<file path="src/rtl/sai_pkg.sv">
// sorted list insert: shared types and constants
// request payload structs and the controller state type; no dependencies
package sai_pkg;

  localparam int unsigned VALUE_W = 32;
  localparam int unsigned POS_W   = 6;

  localparam logic CMD_INSERT = 1'b0;
  localparam logic CMD_CLEAR  = 1'b1;

  typedef struct packed {
    logic                       command;
    logic signed [VALUE_W-1:0]  value;
  } sai_in_t;

  typedef struct packed {
    logic [POS_W-1:0]           position;
    logic signed [VALUE_W-1:0]  entry;
    logic                       last;
    logic                       refused;
  } sai_out_t;

  typedef enum logic {
    ST_IDLE,
    ST_RUN
  } sai_state_t;

endpackage

</file>
<file path="src/rtl/sai_ram.sv">
// generic simple dual port ram: one write port, one registered read port
// read data holds while read enable is low; no dependencies
module sai_ram #(
  parameter int unsigned WIDTH = 32,
  parameter int unsigned DEPTH = 64
) (
  input  logic                     clk,
  input  logic                     we,
  input  logic [$clog2(DEPTH)-1:0] waddr,
  input  logic [WIDTH-1:0]         wdata,
  input  logic                     re,
  input  logic [$clog2(DEPTH)-1:0] raddr,
  output logic [WIDTH-1:0]         rdata
);

  logic [WIDTH-1:0] mem [DEPTH];
  logic [WIDTH-1:0] rdata_r;

  // write port
  always_ff @(posedge clk) begin
    if (we) begin
      mem[waddr] <= wdata;
    end
  end

  // registered read port
  always_ff @(posedge clk) begin
    if (re) begin
      rdata_r <= mem[raddr];
    end
  end

  assign rdata = rdata_r;

endmodule

</file>
<file path="src/rtl/sorted_array_insert_top.sv">
// Sorted list insert: an accepted insert reads the list head from the ram, then its first
// result is registered in the output register. Throughput: one result per cycle while out_ready
// is high; an insert on a list of n entries emits n+1 results (n when refused as full) as the
// single ram read port walks the list once, a clear only empties the list, and no request is
// taken until a walk ends. Reset (synchronous, rst_n low) empties the list; the ram contents are
// not cleared since only written entries are ever emitted. depends on sai_pkg and sai_ram
module sorted_array_insert_top
  import sai_pkg::*;
#(
  parameter int unsigned CAPACITY = 64
) (
  input  logic     clk,
  input  logic     rst_n,
  input  logic     in_valid,
  output logic     in_ready,
  input  sai_in_t  in_data,
  output logic     out_valid,
  input  logic     out_ready,
  output sai_out_t out_data
);

  localparam int unsigned IW = $clog2(CAPACITY);
  localparam int unsigned CW = $clog2(CAPACITY + 1);

  sai_state_t state_r, state_nxt;

  logic [CW-1:0] count_r, count_nxt;
  logic [IW-1:0] k_r, k_nxt;
  logic [IW-1:0] end_idx_r, end_idx_nxt;
  logic          placed_r, placed_nxt;
  logic          refused_r, refused_nxt;
  logic signed [VALUE_W-1:0] ins_val_r, ins_val_nxt;
  logic signed [VALUE_W-1:0] carry_r, carry_nxt;
  logic          out_valid_r, out_valid_nxt;
  sai_out_t      out_data_r, out_data_nxt;

  logic                      in_acc;
  logic                      is_full;
  logic                      step;
  logic                      at_end;
  logic                      place;
  logic signed [VALUE_W-1:0] old_val;
  logic signed [VALUE_W-1:0] new_val;

  logic                      ram_we;
  logic [IW-1:0]             ram_waddr;
  logic                      ram_re;
  logic [IW-1:0]             ram_raddr;
  logic [VALUE_W-1:0]        ram_rdata;

  sai_ram #(
    .WIDTH (VALUE_W),
    .DEPTH (CAPACITY)
  ) u_store (
    .clk   (clk),
    .we    (ram_we),
    .waddr (ram_waddr),
    .wdata (new_val),
    .re    (ram_re),
    .raddr (ram_raddr),
    .rdata (ram_rdata)
  );

  assign in_acc  = in_valid && in_ready;
  assign is_full = (count_r == CW'(CAPACITY));
  assign old_val = $signed(ram_rdata);

  // one list element per cycle whenever the output register can take it
  assign step   = (state_r == ST_RUN) && (!out_valid_r || out_ready);
  assign at_end = (k_r == end_idx_r);

  // new value goes before the first entry that is not below it, or at the tail
  assign place = !refused_r && !placed_r && (at_end || !(old_val < ins_val_r));

  always_comb begin
    if (refused_r) begin
      new_val = old_val;
    end else if (placed_r) begin
      new_val = carry_r;
    end else if (place) begin
      new_val = ins_val_r;
    end else begin
      new_val = old_val;
    end
  end

  // next state
  always_comb begin
    state_nxt = state_r;
    case (state_r)
      ST_IDLE: begin
        if (in_acc && in_data.command == CMD_INSERT) begin
          state_nxt = ST_RUN;
        end
      end
      ST_RUN: begin
        if (step && at_end) begin
          state_nxt = ST_IDLE;
        end
      end
      default: state_nxt = ST_IDLE;
    endcase
  end

  // outputs and datapath
  always_comb begin
    in_ready      = (state_r == ST_IDLE);
    count_nxt     = count_r;
    k_nxt         = k_r;
    end_idx_nxt   = end_idx_r;
    placed_nxt    = placed_r;
    refused_nxt   = refused_r;
    ins_val_nxt   = ins_val_r;
    carry_nxt     = carry_r;
    out_valid_nxt = out_valid_r && !out_ready;
    out_data_nxt  = out_data_r;
    ram_we        = 1'b0;
    ram_waddr     = k_r;
    ram_re        = 1'b0;
    ram_raddr     = '0;
    case (state_r)
      ST_IDLE: begin
        if (in_acc) begin
          if (in_data.command == CMD_CLEAR) begin
            count_nxt = '0;
          end else begin
            // start the walk at the head of the list
            refused_nxt = is_full;
            end_idx_nxt = is_full ? IW'(count_r - CW'(1)) : IW'(count_r);
            ins_val_nxt = in_data.value;
            placed_nxt  = 1'b0;
            k_nxt       = '0;
            ram_re      = 1'b1;
            ram_raddr   = '0;
          end
        end
      end
      ST_RUN: begin
        if (step) begin
          ram_we                = !refused_r;
          out_valid_nxt         = 1'b1;
          out_data_nxt.position = POS_W'(k_r);
          out_data_nxt.entry    = new_val;
          out_data_nxt.last     = at_end;
          out_data_nxt.refused  = refused_r;
          if (placed_r || place) begin
            carry_nxt  = old_val;
            placed_nxt = 1'b1;
          end
          if (at_end) begin
            if (!refused_r) begin
              count_nxt = count_r + CW'(1);
            end
          end else begin
            k_nxt     = k_r + IW'(1);
            ram_re    = 1'b1;
            ram_raddr = k_r + IW'(1);
          end
        end
      end
      default: ;
    endcase
  end

  // control registers
  always_ff @(posedge clk) begin
    if (!rst_n) begin
      state_r     <= ST_IDLE;
      count_r     <= '0;
      out_valid_r <= 1'b0;
    end else begin
      state_r     <= state_nxt;
      count_r     <= count_nxt;
      out_valid_r <= out_valid_nxt;
    end
  end

  // payload registers
  always_ff @(posedge clk) begin
    k_r        <= k_nxt;
    end_idx_r  <= end_idx_nxt;
    placed_r   <= placed_nxt;
    refused_r  <= refused_nxt;
    ins_val_r  <= ins_val_nxt;
    carry_r    <= carry_nxt;
    out_data_r <= out_data_nxt;
  end

  assign out_valid = out_valid_r;
  assign out_data  = out_data_r;

endmodule

</file>
<file path="config.mk">
export PLATFORM = sky130hd
export DESIGN_NAME = sorted_array_insert_top
export DESIGN_NICKNAME = d
export VERILOG_FILES = /design/src/rtl/sai_pkg.sv /design/src/rtl/sai_ram.sv /design/src/rtl/sorted_array_insert_top.sv
export SDC_FILE = /design/constraint.sdc
export NUM_CORES = 2
export LEC_CHECK = 0
export BUFFER_PORTS_ARGS = -buffer_cell sky130_fd_sc_hd__buf_2
export CORE_MARGIN = 2
export CORE_UTILIZATION = 51
export DETAILED_ROUTE_END_ITERATION = 6
export HOLD_SLACK_MARGIN = 0.06
export PLACE_DENSITY = 0.66
export SETUP_SLACK_MARGIN = 0.5
export SLEW_MARGIN = 20
export SYNTH_ARGS = -nofsm -noshare
export SYNTH_HDL_FRONTEND = slang
export SYNTH_HIERARCHICAL = 1
export SYNTH_SLANG_ARGS = --single-unit
</file>
<file path="constraint.sdc">
create_clock -name clk -period 8 [get_ports clk]
set_clock_uncertainty 0.1 [all_clocks]
set_input_delay 0.8 -clock clk [delete_from_list [all_inputs] [get_ports clk]]
set_output_delay 0.8 -clock clk [all_outputs]
set_load 0.02 [all_outputs]
</file>
Yosys cells after proc, flatten, opt, wreduce, memory -nomap -nowiden --
Memories as Yosys holds them, arrays and structs flattened. A register that Yosys moved wholly into a read port is not among the register bits. Cells that the tools add are included.
Storage, ports and cells: word-level logic and storage cells 88, input bits 37, memories kept 1, RAM bits 2048, output and inout bits 42, register bits after elaboration 127
Memory list:
- u_store.mem | depth 64, width 32, rd ports 1, clocked after Yosys merged registers in 1, wr ports 1, RTL line sai_ram.sv:16 | logic [WIDTH-1:0] mem [DEPTH];
Operators by class: reduce and logical (&&, ||, !) cells 21, $lt $le $gt $ge 1, bitwise gates (word level) 2, add/sub/neg operators 3, equality and inequality tests 10, mux-type cells 37
Operator list (count):
- $mux 32 | 3
- $mux 6 | 7
- $mux 7 | 5
- $lt 32x32->1 | 1
- $pmux 6 s2 | 2
- $mux 1 | 16
- $pmux 7 s2 | 1
- $ne 2x1->1 const B | 5
- $reduce_and 4->1 | 2
- $add 7x1->7 const B | 1
- $eq 7x7->1 const B | 1
- $logic_and 1x1->1 | 7
- $add 6x1->6 const B | 1
- $eq 6x6->1 | 1
- $ne 2x2->1 const B | 3
- $pmux 1 s2 | 3
- $reduce_and 3->1 | 2
- $sub 6x1->6 const B | 1
- $logic_not 1->1 | 5
- $reduce_and 5->1 | 1
- $logic_or 1x1->1 | 3
- $not 1->1 | 2
- $reduce_and 2->1 | 1

Depth between registers and ports, before layout --
word-level depth 8, mapped depth 16, mapped depth without buffers 10

By module --
Netlist, hierarchy kept.
By module, submodules not included:
- sai_ram | times used 1, area each 78835.6 um2, sequential area each 62459.9 um2, cells each 3324
- sorted_array_insert_top | times used 1, area each 5750.5 um2, sequential area each 3723.6 um2, cells each 410

Worst setup path after synthesis --
OpenSTA, ideal clock, no wires.
kind input port to flip-flop, start point in in_data[32] in the netlist's numbering, end point reg u_store.rdata_r[0] (netlist: u_store/rdata[0]), read port of u_store.mem, enable pin, path buffers 0, arrival time 5.776 ns, cell stages on the path 3, slack 1.692 ns, required time 7.468 ns, library setup time 0.432 ns, cell sequence nor3b_1 -> nor2_1 -> a21oi_1
Between the ends: cells in the longest elaborated chain, start to end 3
Ends and longest elaborated chain:
- start: declaration | RTL line sorted_array_insert_top.sv:16 | input sai_in_t in_data,
- $mux 1 | RTL line sorted_array_insert_top.sv:124 | if (in_data.command == CMD_CLEAR) begin
- $mux 1 | RTL line sorted_array_insert_top.sv:123 | if (in_acc) begin
- $pmux 1 s2 | RTL line sorted_array_insert_top.sv:121 | case (state_r)
- via ram_re | RTL line sorted_array_insert_top.sv:47 | logic ram_re;
- end: declaration | RTL line sai_ram.sv:17 | logic [WIDTH-1:0] rdata_r;
The timed path passes the listed nets, and every way through them passes these cells. A chain may end at the register's enable or synchronous reset.

Worst setup path in the final report --
start point reg k_r[1], end point reg u_store.rdata_r[2] (netlist: u_store/rdata[2]), read port of u_store.mem (data pin)
Between the ends: cells in the longest elaborated chain, start to end 4, elaborated cells between the ends (all ways) 8, classes of those cells add/sub (1); eq/ne (1); mux (6)
Ends and longest elaborated chain:
- start: declaration | RTL line sorted_array_insert_top.sv:28 | logic [IW-1:0] k_r, k_nxt;
- start signal: assignment | RTL line sorted_array_insert_top.sv:180 | k_r <= k_nxt;
- $eq 6x6->1 | RTL line sorted_array_insert_top.sv:70 | assign at_end = (k_r == end_idx_r);
- $mux 6 | RTL line sorted_array_insert_top.sv:150 | if (at_end) begin
- $mux 6 | RTL line sorted_array_insert_top.sv:139 | if (step) begin
- $pmux 6 s2 | RTL line sorted_array_insert_top.sv:121
- via ram_raddr[0] | RTL line sorted_array_insert_top.sv:48 | logic [IW-1:0] ram_raddr;
The timed path passes the listed nets, and every way through them passes these cells.

==> results_dict.tcl <==
set metrics [dict create \
    grt_max_degree 99 \
    fillCellCount 11735 \
    ys_warn_count 6 \
    drt_wl_total_mm 219 \
    clock-sinks 2207 \
    cts_buffers 206 \
    place_congestion 0.853 \
    cp-start-kind "flip-flop" \
    grtUsageTotal 0.261 \
    cts-root-buf "clkbuf_16" \
    synth_cells 3734 \
    dr_wl_met3_mm 21.2 \
    pin_count 79 \
    min_period_over_period 0.760 \
    total_power_mw 24.4 \
    vias 41372 \
    core-area_um2 165000 \
    rsz0062_at_grt "no" \
    grt_pass1_vias 40367 \
    multi_input_area_um2 17900 \
    viasPerCell 6.51 \
    drv_cap 0 \
    holdWs_ns 0.134 \
    synth.avg_cell_area_um2 22.7 \
    hpwl_mm 117 \
    synthArstFlopShare 0 \
    cts_buffer_depth 3 \
    met1_length_mm 87.0 \
    clk_latency_ns 0.84 \
    ys_seq_elements 2207 \
    crit_chain "xor2_1 > nor4_1 > and2_1 > nand2b_1 > nor2_4 > buf_12 > buf_12 > mux4_2 > mux4_2 > o22ai_1 > nor2_1" \
    cts_hold_buf 31 \
    grt_pass1_wl_mm 307 \
    worstMarginPinSlew_ns 1.26 \
    numPortBuffers 78 \
    final-hold-violation-count 0 \
    cp_max_fo 95 \
    syn-num-nets 3806 \
    slowest_delay_ns 0.85 \
    dieArea_um2 169000 \
    drive_above_1_share 0.278 \
    period_needed_ns 6.08 \
    drcViolationCount 0 \
    path_class "reg2reg" \
    dr_wl_met2_mm 102 \
    cp.arrival_ns 6.53 \
    clk_pin_slew_ns 0.07 \
    path_delay_family "simple AND/OR/NAND/NOR gates" \
    syn_area_um2 84600 \
    required_ns 8.45 \
    start_util 0.513 \
    hold_path_class "in2reg" \
    end_kind "flip-flop" \
    drtIter0Drc 5526 \
    drt-wirelength-per-cell_um 34.4 \
    htreeDepth 4 \
    setup_violations 0 \
    rows 149 \
    critPathBufInv 2 \
    postCtsSetupBuffers 0 \
    maxUsedRoutingLayer "met5" \
    cts_tree "built" \
    dr.pass1.iters 5 \
    synth-main-ff-cell "edfxtp_1" \
    antenna_left 0 \
    gr-total-overflow 0 \
    vdd_ir_drop_max_uv 237 \
    relSlewSlack 0.156 \
    synth_seq_area_share 0.782 \
    p_per_area_nw_per_um2 256 \
    area_delta_synth_final_pct 12.8 \
    r2r_slack_ns 1.92 \
    fmax_mhz 164 \
    tns_ns 0 \
    outcome "completed" \
    layout.nets 4069 \
    die_w_um 411 \
    p_leak_nw 29.0 \
    slew_viol_final 0 \
    crit_path_top_delay_cell "o22ai_1" \
    regArea_um2 66200 \
    post_cts_resized 0 \
    synth_cell_types 59 \
    antenna_found_initial 7 \
    synth_edf_count 2198 \
    die_h_um 411 \
]
## path summary, 6_finish.rpt
| check | from | endpoint | cells after the start |
|---|---|---|---|
| worst max-delay path | k_r[1] | u_store/rdata[2] | 11 |
| worst min-delay path | in_data[15] | ins_val_r[15] | 1 |
| worst max register to register | k_r[1] | u_store/rdata[2] | 11 |
| worst min register to register | u_store/rdata[8] | carry_r[8] | 0 |
## worst reg2reg max path, cell delays in order (launching register included)
cell	delay, ns
edfxtp_1	0.66
xor2_1	0.18
nor4_1	0.09
and2_1	0.33
nand2b_1	0.44
nor2_4	0.48
buf_12	0.55
buf_12	0.81
mux4_2	0.64
mux4_2	0.57
o22ai_1	0.85
nor2_1	0.12
## layout by cell type, fill, tap and decap left out, types with 29 or more instances in the layout
cell type	synthesis	final
nand2_1	37	36
and2_1	37	37
clkinv_1	0	52
o22ai_1	84	84
nor2_1	159	94
ha_1	35	35
mux2i_1	93	93
a21oi_1	76	75
nor2_4	0	65
mux4_2	544	544
dlygate4sd3_1	0	31
buf_2	60	78
edfxtp_1	2198	2198
buf_4	25	129
inv_1	37	37
a221o_2	0	29
clkbuf_16	0	212
clkbuf_1	78	40
clkinv_2	0	29
## power by group
| group | internal [mW] | total [mW] | switching, mW | leakage, nW |
|---|---|---|---|---|
| Combinational | 0.447 | 1.61 | 1.16 | 5.90 |
| Clock | 5.43 | 9.55 | 4.12 | 3.17 |
| Sequential | 13.2 | 13.3 | 0.0664 | 20.0 |
## cells in the mapped netlist (all sizes together) (19+ instances only)
| master | number | area [um2] |
|---|---|---|
| edfxtp | 2198 | 66000 |
| mux4 | 544 | 12300 |
| nor2 | 159 | 597 |
| buf | 116 | 691 |
| mux2i | 93 | 931 |
| o22ai | 84 | 526 |
| clkbuf | 78 | 293 |
| a21oi | 76 | 380 |
| inv | 38 | 143 |
| and2 | 37 | 231 |
| nand2 | 37 | 139 |
| ha | 35 | 438 |
| a221o | 32 | 320 |
| o221ai | 27 | 236 |
| nor2b | 19 | 126 |
## per-layer routing
layer	track usage	vias to the layer above
met3	0.0485	359
met2	0.402	2335
met5	0	-
met4	0.0947	4
li1	-	16374
met1	0.376	22300
## final cells by class
type                    instances  area share
flip-flops and latches       2207       0.694
multi-input cells            1295       0.188
clock buffers                 252      0.0572
well taps                    2189      0.0287
repair buffers                249      0.0198
clock inverters               117      0.0111
inverters                      38     0.00150
diodes                          7    0.000184
## registers in the layout (all words and copies together) (netlist names)
register / cells
placed_r: 1
k_r: 6
carry_r: 32
state_r: 1
end_idx_r: 6
ins_val_r: 32
out_data: 40
refused_r: 1
u_store/rdata: 32
out_valid: 1
count_r: 7
u_store/mem: 2048
## per-stage QoR
step                      utilization  cells  instance area (um2)  setup WS, ns
final                           0.579   6354                95400          1.92
after global routing            0.579   6347                95400          1.68
after CTS                       0.578   6346                95300          2.00
after detailed placement        0.537   5946                88500          2.03
after global placement          0.537   5946                88500          2.00
after floorplan                     -   3734                84600          1.69
## cell families (layout without fill, tap and decap cells)
kind of cell             after synthesis  count (layout)  share of synthesized area
AO/OA/AOI/OAI                        276             276                     0.0228
XOR/XNOR                              15              15                    0.00164
adder cells (fa/ha/maj)               35              35                    0.00518
buffers and inverters                232             656                     0.0133
flip-flops                          2207            2207                      0.782
multiplexers                         637             637                      0.156
other                                  0               7                          0
AND/OR/NAND/NOR                      332             332                     0.0188
Power figures use the tool's default switching activity.
